## src/rtl/core/dsrl_pkg.sv

```systemverilog
// dsrl_pkg: shared types and constants of the descending sorted record list
// used by the controller, the datapath, the top level and the port checker
// no dependencies
package dsrl_pkg;

    // stream widths
    localparam int S_TDATA_W = 96;
    localparam int S_TUSER_W = 2;
    localparam int M_TDATA_W = 96;
    localparam int M_TUSER_W = 3;

    // operation codes carried on s_tuser
    localparam logic [1:0] FUNC_INSERT = 2'd0;
    localparam logic [1:0] FUNC_LIST   = 2'd1;
    localparam logic [1:0] FUNC_HIGH   = 2'd2;

    // result status codes carried on m_tuser[1:0]
    localparam logic [1:0] STATUS_OK    = 2'd0;
    localparam logic [1:0] STATUS_EMPTY = 2'd1;
    localparam logic [1:0] STATUS_FULL  = 2'd2;

    // one stored record, amount in the lowest bits
    typedef struct packed {
        logic [15:0] tag;
        logic [31:0] budget;
        logic [11:0] year;
        logic [31:0] amount;
    } rec_t;

    localparam int REC_W = $bits(rec_t);

    // what the output register is loaded with
    typedef enum logic [1:0] {
        SEL_DONE,
        SEL_EMPTY,
        SEL_FULL,
        SEL_REC
    } out_sel_t;

    // controller to datapath
    typedef struct packed {
        logic     latch;
        logic     insert;
        logic     load;
        out_sel_t sel;
        logic     force_last;
    } dp_cmd_t;

    // datapath to controller
    typedef struct packed {
        logic [1:0] func;
        logic       full;
        logic       empty;
        logic       idx_last;
        logic       out_last;
    } dp_status_t;

endpackage

```

## src/rtl/core/dsrl_datapath.sv

```systemverilog
// dsrl_datapath: chain of record cells with parallel compare for sorted insert,
// read index for listing and the result register
// depends on dsrl_pkg
module dsrl_datapath #(
    parameter int CAPACITY = 16
) (
    input  logic                              aclk,
    input  logic                              aresetn,
    input  logic [dsrl_pkg::S_TDATA_W-1:0]    s_tdata,
    input  logic [dsrl_pkg::S_TUSER_W-1:0]    s_tuser,
    input  dsrl_pkg::dp_cmd_t                 cmd,
    output dsrl_pkg::dp_status_t              status,
    output logic [dsrl_pkg::M_TDATA_W-1:0]    m_tdata,
    output logic [dsrl_pkg::M_TUSER_W-1:0]    m_tuser,
    output logic                              m_tlast
);
    import dsrl_pkg::*;

    localparam int IDX_W = (CAPACITY > 1) ? $clog2(CAPACITY) : 1;
    localparam int CNT_W = $clog2(CAPACITY + 1);

    rec_t               in_rec_reg;
    logic [1:0]         func_reg;
    rec_t               cells_reg [CAPACITY];
    logic [CNT_W-1:0]   count_reg;
    logic [IDX_W-1:0]   idx_reg;
    rec_t               out_rec_reg;
    logic [1:0]         out_status_reg;
    logic               out_has_reg;
    logic               out_last_reg;

    logic [CAPACITY-1:0] go;
    logic [CAPACITY-1:0] go_prev;
    logic                full;
    logic                empty;
    logic                idx_last;

    // latched transaction fields
    always_ff @(posedge aclk) begin
        if (cmd.latch) begin
            in_rec_reg <= rec_t'(s_tdata[REC_W-1:0]);
            func_reg   <= s_tuser[1:0];
        end
    end

    // a cell takes part in the insert from the first stored amount that is
    // not larger than the new one, or from the first free cell
    always_comb begin
        for (int i = 0; i < CAPACITY; i++) begin
            go[i] = (cells_reg[i].amount <= in_rec_reg.amount) ||
                    (CNT_W'(i) >= count_reg);
        end
        go_prev = {go[CAPACITY-2:0], 1'b0};
    end

    // cell chain: the first active cell loads the new record, the rest shift down
    for (genvar g = 0; g < CAPACITY; g++) begin : g_cell
        if (g == 0) begin : g_head
            always_ff @(posedge aclk) begin
                if (cmd.insert && go[g]) begin
                    cells_reg[g] <= in_rec_reg;
                end
            end
        end else begin : g_body
            always_ff @(posedge aclk) begin
                if (cmd.insert && go[g]) begin
                    if (go_prev[g]) begin
                        cells_reg[g] <= cells_reg[g-1];
                    end else begin
                        cells_reg[g] <= in_rec_reg;
                    end
                end
            end
        end
    end

    // record count
    always_ff @(posedge aclk) begin
        if (!aresetn) begin
            count_reg <= '0;
        end else if (cmd.insert) begin
            count_reg <= count_reg + CNT_W'(1);
        end
    end

    assign full     = (count_reg == CNT_W'(CAPACITY));
    assign empty    = (count_reg == '0);
    assign idx_last = ((CNT_W'(idx_reg) + CNT_W'(1)) == count_reg);

    // read index for listing
    always_ff @(posedge aclk) begin
        if (cmd.latch) begin
            idx_reg <= '0;
        end else if (cmd.load && cmd.sel == SEL_REC) begin
            idx_reg <= idx_reg + IDX_W'(1);
        end
    end

    // result register
    always_ff @(posedge aclk) begin
        if (cmd.load) begin
            unique case (cmd.sel)
                SEL_DONE: begin
                    out_rec_reg    <= '0;
                    out_status_reg <= STATUS_OK;
                    out_has_reg    <= 1'b0;
                    out_last_reg   <= 1'b1;
                end
                SEL_EMPTY: begin
                    out_rec_reg    <= '0;
                    out_status_reg <= STATUS_EMPTY;
                    out_has_reg    <= 1'b0;
                    out_last_reg   <= 1'b1;
                end
                SEL_FULL: begin
                    out_rec_reg    <= '0;
                    out_status_reg <= STATUS_FULL;
                    out_has_reg    <= 1'b0;
                    out_last_reg   <= 1'b1;
                end
                SEL_REC: begin
                    out_rec_reg    <= cells_reg[idx_reg];
                    out_status_reg <= STATUS_OK;
                    out_has_reg    <= 1'b1;
                    out_last_reg   <= cmd.force_last | idx_last;
                end
                default: begin
                    out_rec_reg    <= '0;
                    out_status_reg <= STATUS_OK;
                    out_has_reg    <= 1'b0;
                    out_last_reg   <= 1'b1;
                end
            endcase
        end
    end

    assign status.func     = func_reg;
    assign status.full     = full;
    assign status.empty    = empty;
    assign status.idx_last = idx_last;
    assign status.out_last = out_last_reg;

    assign m_tdata = {(M_TDATA_W - REC_W)'(0), out_rec_reg};
    assign m_tuser = {out_has_reg, out_status_reg};
    assign m_tlast = out_last_reg;

endmodule

```

## src/rtl/core/dsrl_controller.sv

```systemverilog
// dsrl_controller: state machine that sequences insert, list and highest
// operations and owns both handshakes
// depends on dsrl_pkg
module dsrl_controller (
    input  logic                 aclk,
    input  logic                 aresetn,
    input  logic                 s_tvalid,
    output logic                 s_tready,
    output logic                 m_tvalid,
    input  logic                 m_tready,
    input  dsrl_pkg::dp_status_t status,
    output dsrl_pkg::dp_cmd_t    cmd
);
    import dsrl_pkg::*;

    typedef enum logic [1:0] {
        ST_IDLE,
        ST_EXEC,
        ST_SEND
    } state_t;

    state_t state_reg;
    state_t state_next;
    logic   m_tvalid_reg;
    logic   m_tvalid_next;

    // next state and datapath commands
    always_comb begin
        state_next     = state_reg;
        m_tvalid_next  = m_tvalid_reg;
        cmd.latch      = 1'b0;
        cmd.insert     = 1'b0;
        cmd.load       = 1'b0;
        cmd.sel        = SEL_DONE;
        cmd.force_last = 1'b0;
        unique case (state_reg)
            ST_IDLE: begin
                if (s_tvalid) begin
                    cmd.latch  = 1'b1;
                    state_next = ST_EXEC;
                end
            end
            ST_EXEC: begin
                unique case (status.func)
                    FUNC_INSERT: begin
                        cmd.load      = 1'b1;
                        cmd.insert    = !status.full;
                        cmd.sel       = status.full ? SEL_FULL : SEL_DONE;
                        m_tvalid_next = 1'b1;
                        state_next    = ST_SEND;
                    end
                    FUNC_LIST, FUNC_HIGH: begin
                        cmd.load       = 1'b1;
                        cmd.sel        = status.empty ? SEL_EMPTY : SEL_REC;
                        cmd.force_last = (status.func == FUNC_HIGH);
                        m_tvalid_next  = 1'b1;
                        state_next     = ST_SEND;
                    end
                    default: begin
                        // unused code, no result
                        state_next = ST_IDLE;
                    end
                endcase
            end
            ST_SEND: begin
                if (m_tready) begin
                    if (status.out_last) begin
                        m_tvalid_next = 1'b0;
                        state_next    = ST_IDLE;
                    end else begin
                        cmd.load = 1'b1;
                        cmd.sel  = SEL_REC;
                    end
                end
            end
            default: begin
                state_next = ST_IDLE;
            end
        endcase
    end

    // state and registered outputs
    always_ff @(posedge aclk) begin
        if (!aresetn) begin
            state_reg    <= ST_IDLE;
            m_tvalid_reg <= 1'b0;
        end else begin
            state_reg    <= state_next;
            m_tvalid_reg <= m_tvalid_next;
        end
    end

    assign s_tready = (state_reg == ST_IDLE);
    assign m_tvalid = m_tvalid_reg;

endmodule

```

## src/rtl/core/descending_sorted_record_list.sv

```systemverilog
// descending_sorted_record_list: top level of the sorted record list
// instantiates dsrl_controller and dsrl_datapath, depends on dsrl_pkg
//
// Usage:
//   s_ channel takes one operation per transaction: s_tuser carries the
//   operation (insert, list all, report highest), s_tdata the record for
//   an insert. m_ channel returns results: m_tuser carries status and the
//   record-present flag, m_tdata the record, m_tlast marks the final
//   result of an operation.
//   The result register is loaded in the cycle after the input
//   transaction is accepted.
//   An insert or highest steps through accept, execute in the cell chain
//   and deliver; a list delivers one record per cycle out of the cell
//   chain read port while m_tready is held high.
//   A new operation is accepted only after the last result is taken.
//   The insert is done by a parallel compare in every cell, all cells updating in the same cycle.
//   Reset clears the record count, the state and the result valid flag;
//   no clearing pass.
//   When the receiver stalls, the result register holds and s_tready stays
//   low until the final result of the current operation is taken.
module descending_sorted_record_list #(
    parameter int CAPACITY = 16
) (
    input  logic                              aclk,
    input  logic                              aresetn,
    input  logic                              s_tvalid,
    output logic                              s_tready,
    // amount[31:0], year[43:32], budget[75:44], record_tag[91:76], zero pad
    input  logic [dsrl_pkg::S_TDATA_W-1:0]    s_tdata,
    // func[1:0]
    input  logic [dsrl_pkg::S_TUSER_W-1:0]    s_tuser,
    output logic                              m_tvalid,
    input  logic                              m_tready,
    // out_amount[31:0], out_year[43:32], out_budget[75:44], out_tag[91:76], zero pad
    output logic [dsrl_pkg::M_TDATA_W-1:0]    m_tdata,
    // status[1:0], has_record[2]
    output logic [dsrl_pkg::M_TUSER_W-1:0]    m_tuser,
    output logic                              m_tlast
);
    import dsrl_pkg::*;

    dp_cmd_t    cmd;
    dp_status_t status;

    // sequencing
    dsrl_controller u_ctrl (
        .aclk     (aclk),
        .aresetn  (aresetn),
        .s_tvalid (s_tvalid),
        .s_tready (s_tready),
        .m_tvalid (m_tvalid),
        .m_tready (m_tready),
        .status   (status),
        .cmd      (cmd)
    );

    // cell chain and result register
    dsrl_datapath #(
        .CAPACITY (CAPACITY)
    ) u_dp (
        .aclk    (aclk),
        .aresetn (aresetn),
        .s_tdata (s_tdata),
        .s_tuser (s_tuser),
        .cmd     (cmd),
        .status  (status),
        .m_tdata (m_tdata),
        .m_tuser (m_tuser),
        .m_tlast (m_tlast)
    );

endmodule

```

## config.mk

```make
export PLATFORM = sky130hd
export DESIGN_NAME = descending_sorted_record_list
export DESIGN_NICKNAME = d
export VERILOG_FILES = /design/src/rtl/core/dsrl_pkg.sv /design/src/rtl/core/dsrl_datapath.sv /design/src/rtl/core/dsrl_controller.sv /design/src/rtl/core/descending_sorted_record_list.sv
export SDC_FILE = /design/constraint.sdc
export NUM_CORES = 2
export LEC_CHECK = 0
export BUFFER_PORTS_ARGS = -buffer_cell sky130_fd_sc_hd__buf_2
export CAP_MARGIN = 20
export CORE_AREA = 5 5 531 533
export CTS_BUF_LIST = sky130_fd_sc_hd__clkbuf_8
export CTS_CLUSTER_SIZE = 16
export DETAILED_ROUTE_END_ITERATION = 12
export DIE_AREA = 0 0 536 538
export PLACE_DENSITY = 0.47
export SLEW_MARGIN = 20
export SYNTH_ARGS = -nofsm -noshare
export SYNTH_HDL_FRONTEND = slang
export SYNTH_SLANG_ARGS = --single-unit
```

## constraint.sdc

```tcl
create_clock -name aclk -period 10.73 [get_ports aclk]
set_input_delay 1.073 -clock aclk [delete_from_list [all_inputs] [get_ports aclk]]
set_output_delay 1.073 -clock aclk [all_outputs]
set_load 0.02 [all_outputs]
```

==> results.toml <==
[outcome]
status = "finished clean"

[grt]
grt_pass1_vias = 56100
antenna_found_initial = 19
grt_util_all_layers = 0.215
grt_max_degree = 120
globalRoute.totalOverflow = 0
grt_pass1_wl_mm = 444

[yosys]
synth.most_common_cell = "edfxtp_1"
syn_inst = 5480
synth-async-reset-ratio = 0
synth_flop_cell = "edfxtp_1"
synthTopCellsByCount = "1662 x edfxtp_1, 1265 x mux2_2, 522 x ha_1, 460 x mux4_2, 218 x a21oi_1"
synth_seq_cells = 1678
ys_seq_area_frac = 0.553
synth-edff-count = 1662
synth_area_sq_um = 90800
syn_area_per_cell_sq_um = 16.6
synthTopCellsByArea = "edfxtp_1 55%, mux2_2 16%, mux4_2 11%, ha_1 7.2%, mux2_4 1.3%"
yosys_warnings = 0
synth_top_cell_by_area = "edfxtp_1"
ys_types = 76
yosysTopAreaCellShare = 0.549

[finish]
largest_reg_flops = 1472
drive_gt1_frac = 0.427
final_util = 0.368
fillers = 25900
design_area_sq_um = 101000
finalNonFillerCells = 9661
syn2layout_area_growth_pct = 11.7
final_net_count = 6354

[min_path]
hold_path_class = "input port to flip-flop"
min_from = "s_tdata[21]"

[timing]
fmax_mhz = 141
worst_slack_ns = 3.63
fin_crit_sh = 0.662
tightest_slew_ns = 1.17
slew_headroom = 0.215
hold_violations = 0
rsz0062_at_grt = "no"
setup_violations = 0
fin_tns_setup_ns = 0
post-route-min-period_ns = 7.10
clock_skew_ns = 0.0863
slew_violations = 0

[floorplanning]
die_w_microns = 536
core_area_sq_um = 276000
rows = 193
io_pins = 204
die_h_microns = 538
initial_core_util = 0.329
design.die.area_sq_um = 288000

[power_and_ir_drop]
seq_power_share = 0.522
power_switching_mw = 3.88
intPower_mw = 10.8
p_per_area_nw_per_um2 = 145
vdd.ir_drop.worst_uv = 96.3
clkPwrFrac = 0.406
comb_power_share = 0.072
swShare = 0.265
p_leak_nw = 34.6

[routing]
drt_iter0_drc = 5175
vias_per_cell = 5.63
drt-total-wl_mm = 319
drc = 0
routedWlPerCell_microns = 33.0
firstDrtPassIters = 7
ant_nets = 0
vias = 54400

[critical_path]
critPathTopFamily = "simple AND/OR/NAND/NOR gates"
startpoint_type = "flip-flop"
crit_chain = "inv_1, ha_1, nand4_1, nor4_1, a21boi_0, o31ai_1, a21boi_1, nand3_4, buf_4, buf_4, mux2_2"
crit_fanout = 36
r2r-start = "u_dp.in_rec_reg[15]$_DFFE_PP_"
crit_top_cell = "buf_4"
end_kind = "flip-flop"
arrival_ns = 7.79
crit_required_ns = 11.41
critPathKind = "flip-flop to flip-flop"
startpoint = "u_dp.in_rec_reg[15]$_DFFE_PP_"
crit_path_max_incr_delay_ns = 0.89
cpMaxStageDelayCell = "nand3_4"
critPathBufInv = 3

[placed_design]
hpwl_mm = 189
dpl-instance-area_sq_um = 95800
dp_slack_ns = 3.44
port_buffers = 195
dp.cells = 9111
gp_congestion = 0.866

[cts]
ctsRootBufferMaster = "clkbuf_8"
cts_inserted_buffers = 322
clockBufferDepth = 4
clock_sinks = 1678
h-tree-depth = 5
clkLatencyLatePin_ns = 1.01
ctsHoldBuffers = 0
clk_pin_slew_ns = 0.06
cts_resized = 0
cts_setup_buffers = 0
cts_tree = "built"

[run]
drv_cap = 0
worst paths after layout:
check                                                        to  slack, ns  cells past startpoint
worst max-delay path            u_dp.cells_reg[5][52]$_DFFE_PP_       3.63                     11
worst min-delay path              u_dp.in_rec_reg[21]$_DFFE_PP_       0.24                      1
worst max register to register  u_dp.cells_reg[5][52]$_DFFE_PP_       3.63                     11
worst min register to register  u_dp.cells_reg[3][53]$_DFFE_PP_       0.54                      1
per-layer routing:
metal | global-route usage | vias up | wire length [microns]
li1 | - | 23000 | -
met1 | 0.298 | 29300 | 142000
met4 | 0.0569 | 0 | 8090
met2 | 0.349 | 1736 | 150000
met5 | 0 | - | 0
met3 | 0.0398 | 417 | 18100
layout by cell type (no fill, tap or decap), types with 9 or more instances in the layout:
| cell | Yosys | layout |
|---|---|---|
| nor2b_1 | 20 | 20 |
| and3_1 | 94 | 94 |
| and2_4 | 0 | 16 |
| xnor2_1 | 9 | 9 |
| edfxtp_1 | 1662 | 1662 |
| o211ai_1 | 24 | 24 |
| clkbuf_8 | 0 | 333 |
| inv_6 | 0 | 9 |
| buf_2 | 106 | 195 |
| clkinv_1 | 0 | 71 |
| a31oi_1 | 13 | 13 |
| o21ai_0 | 59 | 59 |
| nor4_1 | 23 | 20 |
| ha_1 | 522 | 522 |
| mux2_1 | 35 | 35 |
| a21boi_0 | 17 | 15 |
| nor3_1 | 12 | 9 |
| nor2_1 | 50 | 47 |
| mux2_2 | 1265 | 1265 |
| a21oi_1 | 218 | 218 |
| buf_12 | 8 | 14 |
| mux4_2 | 460 | 460 |
| o21a_1 | 9 | 9 |
| buf_4 | 6 | 91 |
| nand2_1 | 118 | 118 |
| dfxtp_1 | 16 | 12 |
| a21o_1 | 27 | 27 |
| nand3_1 | 53 | 50 |
| nand4_1 | 100 | 100 |
| a211oi_1 | 16 | 16 |
| clkinv_2 | 0 | 29 |
| inv_1 | 64 | 152 |
| mux2_4 | 80 | 80 |
power groups by stage:
| stage | Clock (mW) | Combinational [mW] | Sequential (mW) |
|---|---|---|---|
| after floorplan | 0 | 0.648 | 7.70 |
| after global placement | 0 | 1.05 | 7.79 |
| after detailed placement | 0 | 1.06 | 7.79 |
| after CTS | 6.16 | 1.07 | 7.66 |
| after global routing | 6.46 | 1.15 | 7.69 |
| final | 5.96 | 1.06 | 7.66 |
cell type report:
| cell class | count | area (sq um) | area share |
|---|---|---|---|
| Clock buffer | 333 | 4580 | 0.0452 |
| Clock inverter | 212 | 1070 | 0.0106 |
| Sequential cell | 1678 | 50200 | 0.495 |
| Antenna cell | 5 | 12.5 | 0.000123 |
| Inverter | 64 | 240 | 0.00237 |
| Timing Repair Buffer | 301 | 1970 | 0.0194 |
| Tap cell | 3705 | 4640 | 0.0457 |
| Multi-Input combinational cell | 3363 | 38700 | 0.382 |
through the flow:
step	hold WS, ns	power [mW]
finish	0.241	14.7
global route	0.157	15.3
CTS	0.103	14.9
detailed placement	0.550	8.85
global placement	0.545	8.84
floorplan	0.509	8.34
cell families (layout without fill, tap and decap cells):
kind of cell,Yosys count,after routing,share of synthesized area
buffers and inverters,442,910,0.0229
AOI/OAI and AO/OA,448,448,0.0302
DFF,1678,1678,0.553
muxes,1842,1842,0.289
xor gates and xnor gates,11,11,0.00106
adders and majority gates,522,522,0.0719
other,1,9,0.0000413
and+or+nand+nor,536,536,0.0323
Power figures use the tool's default switching activity.
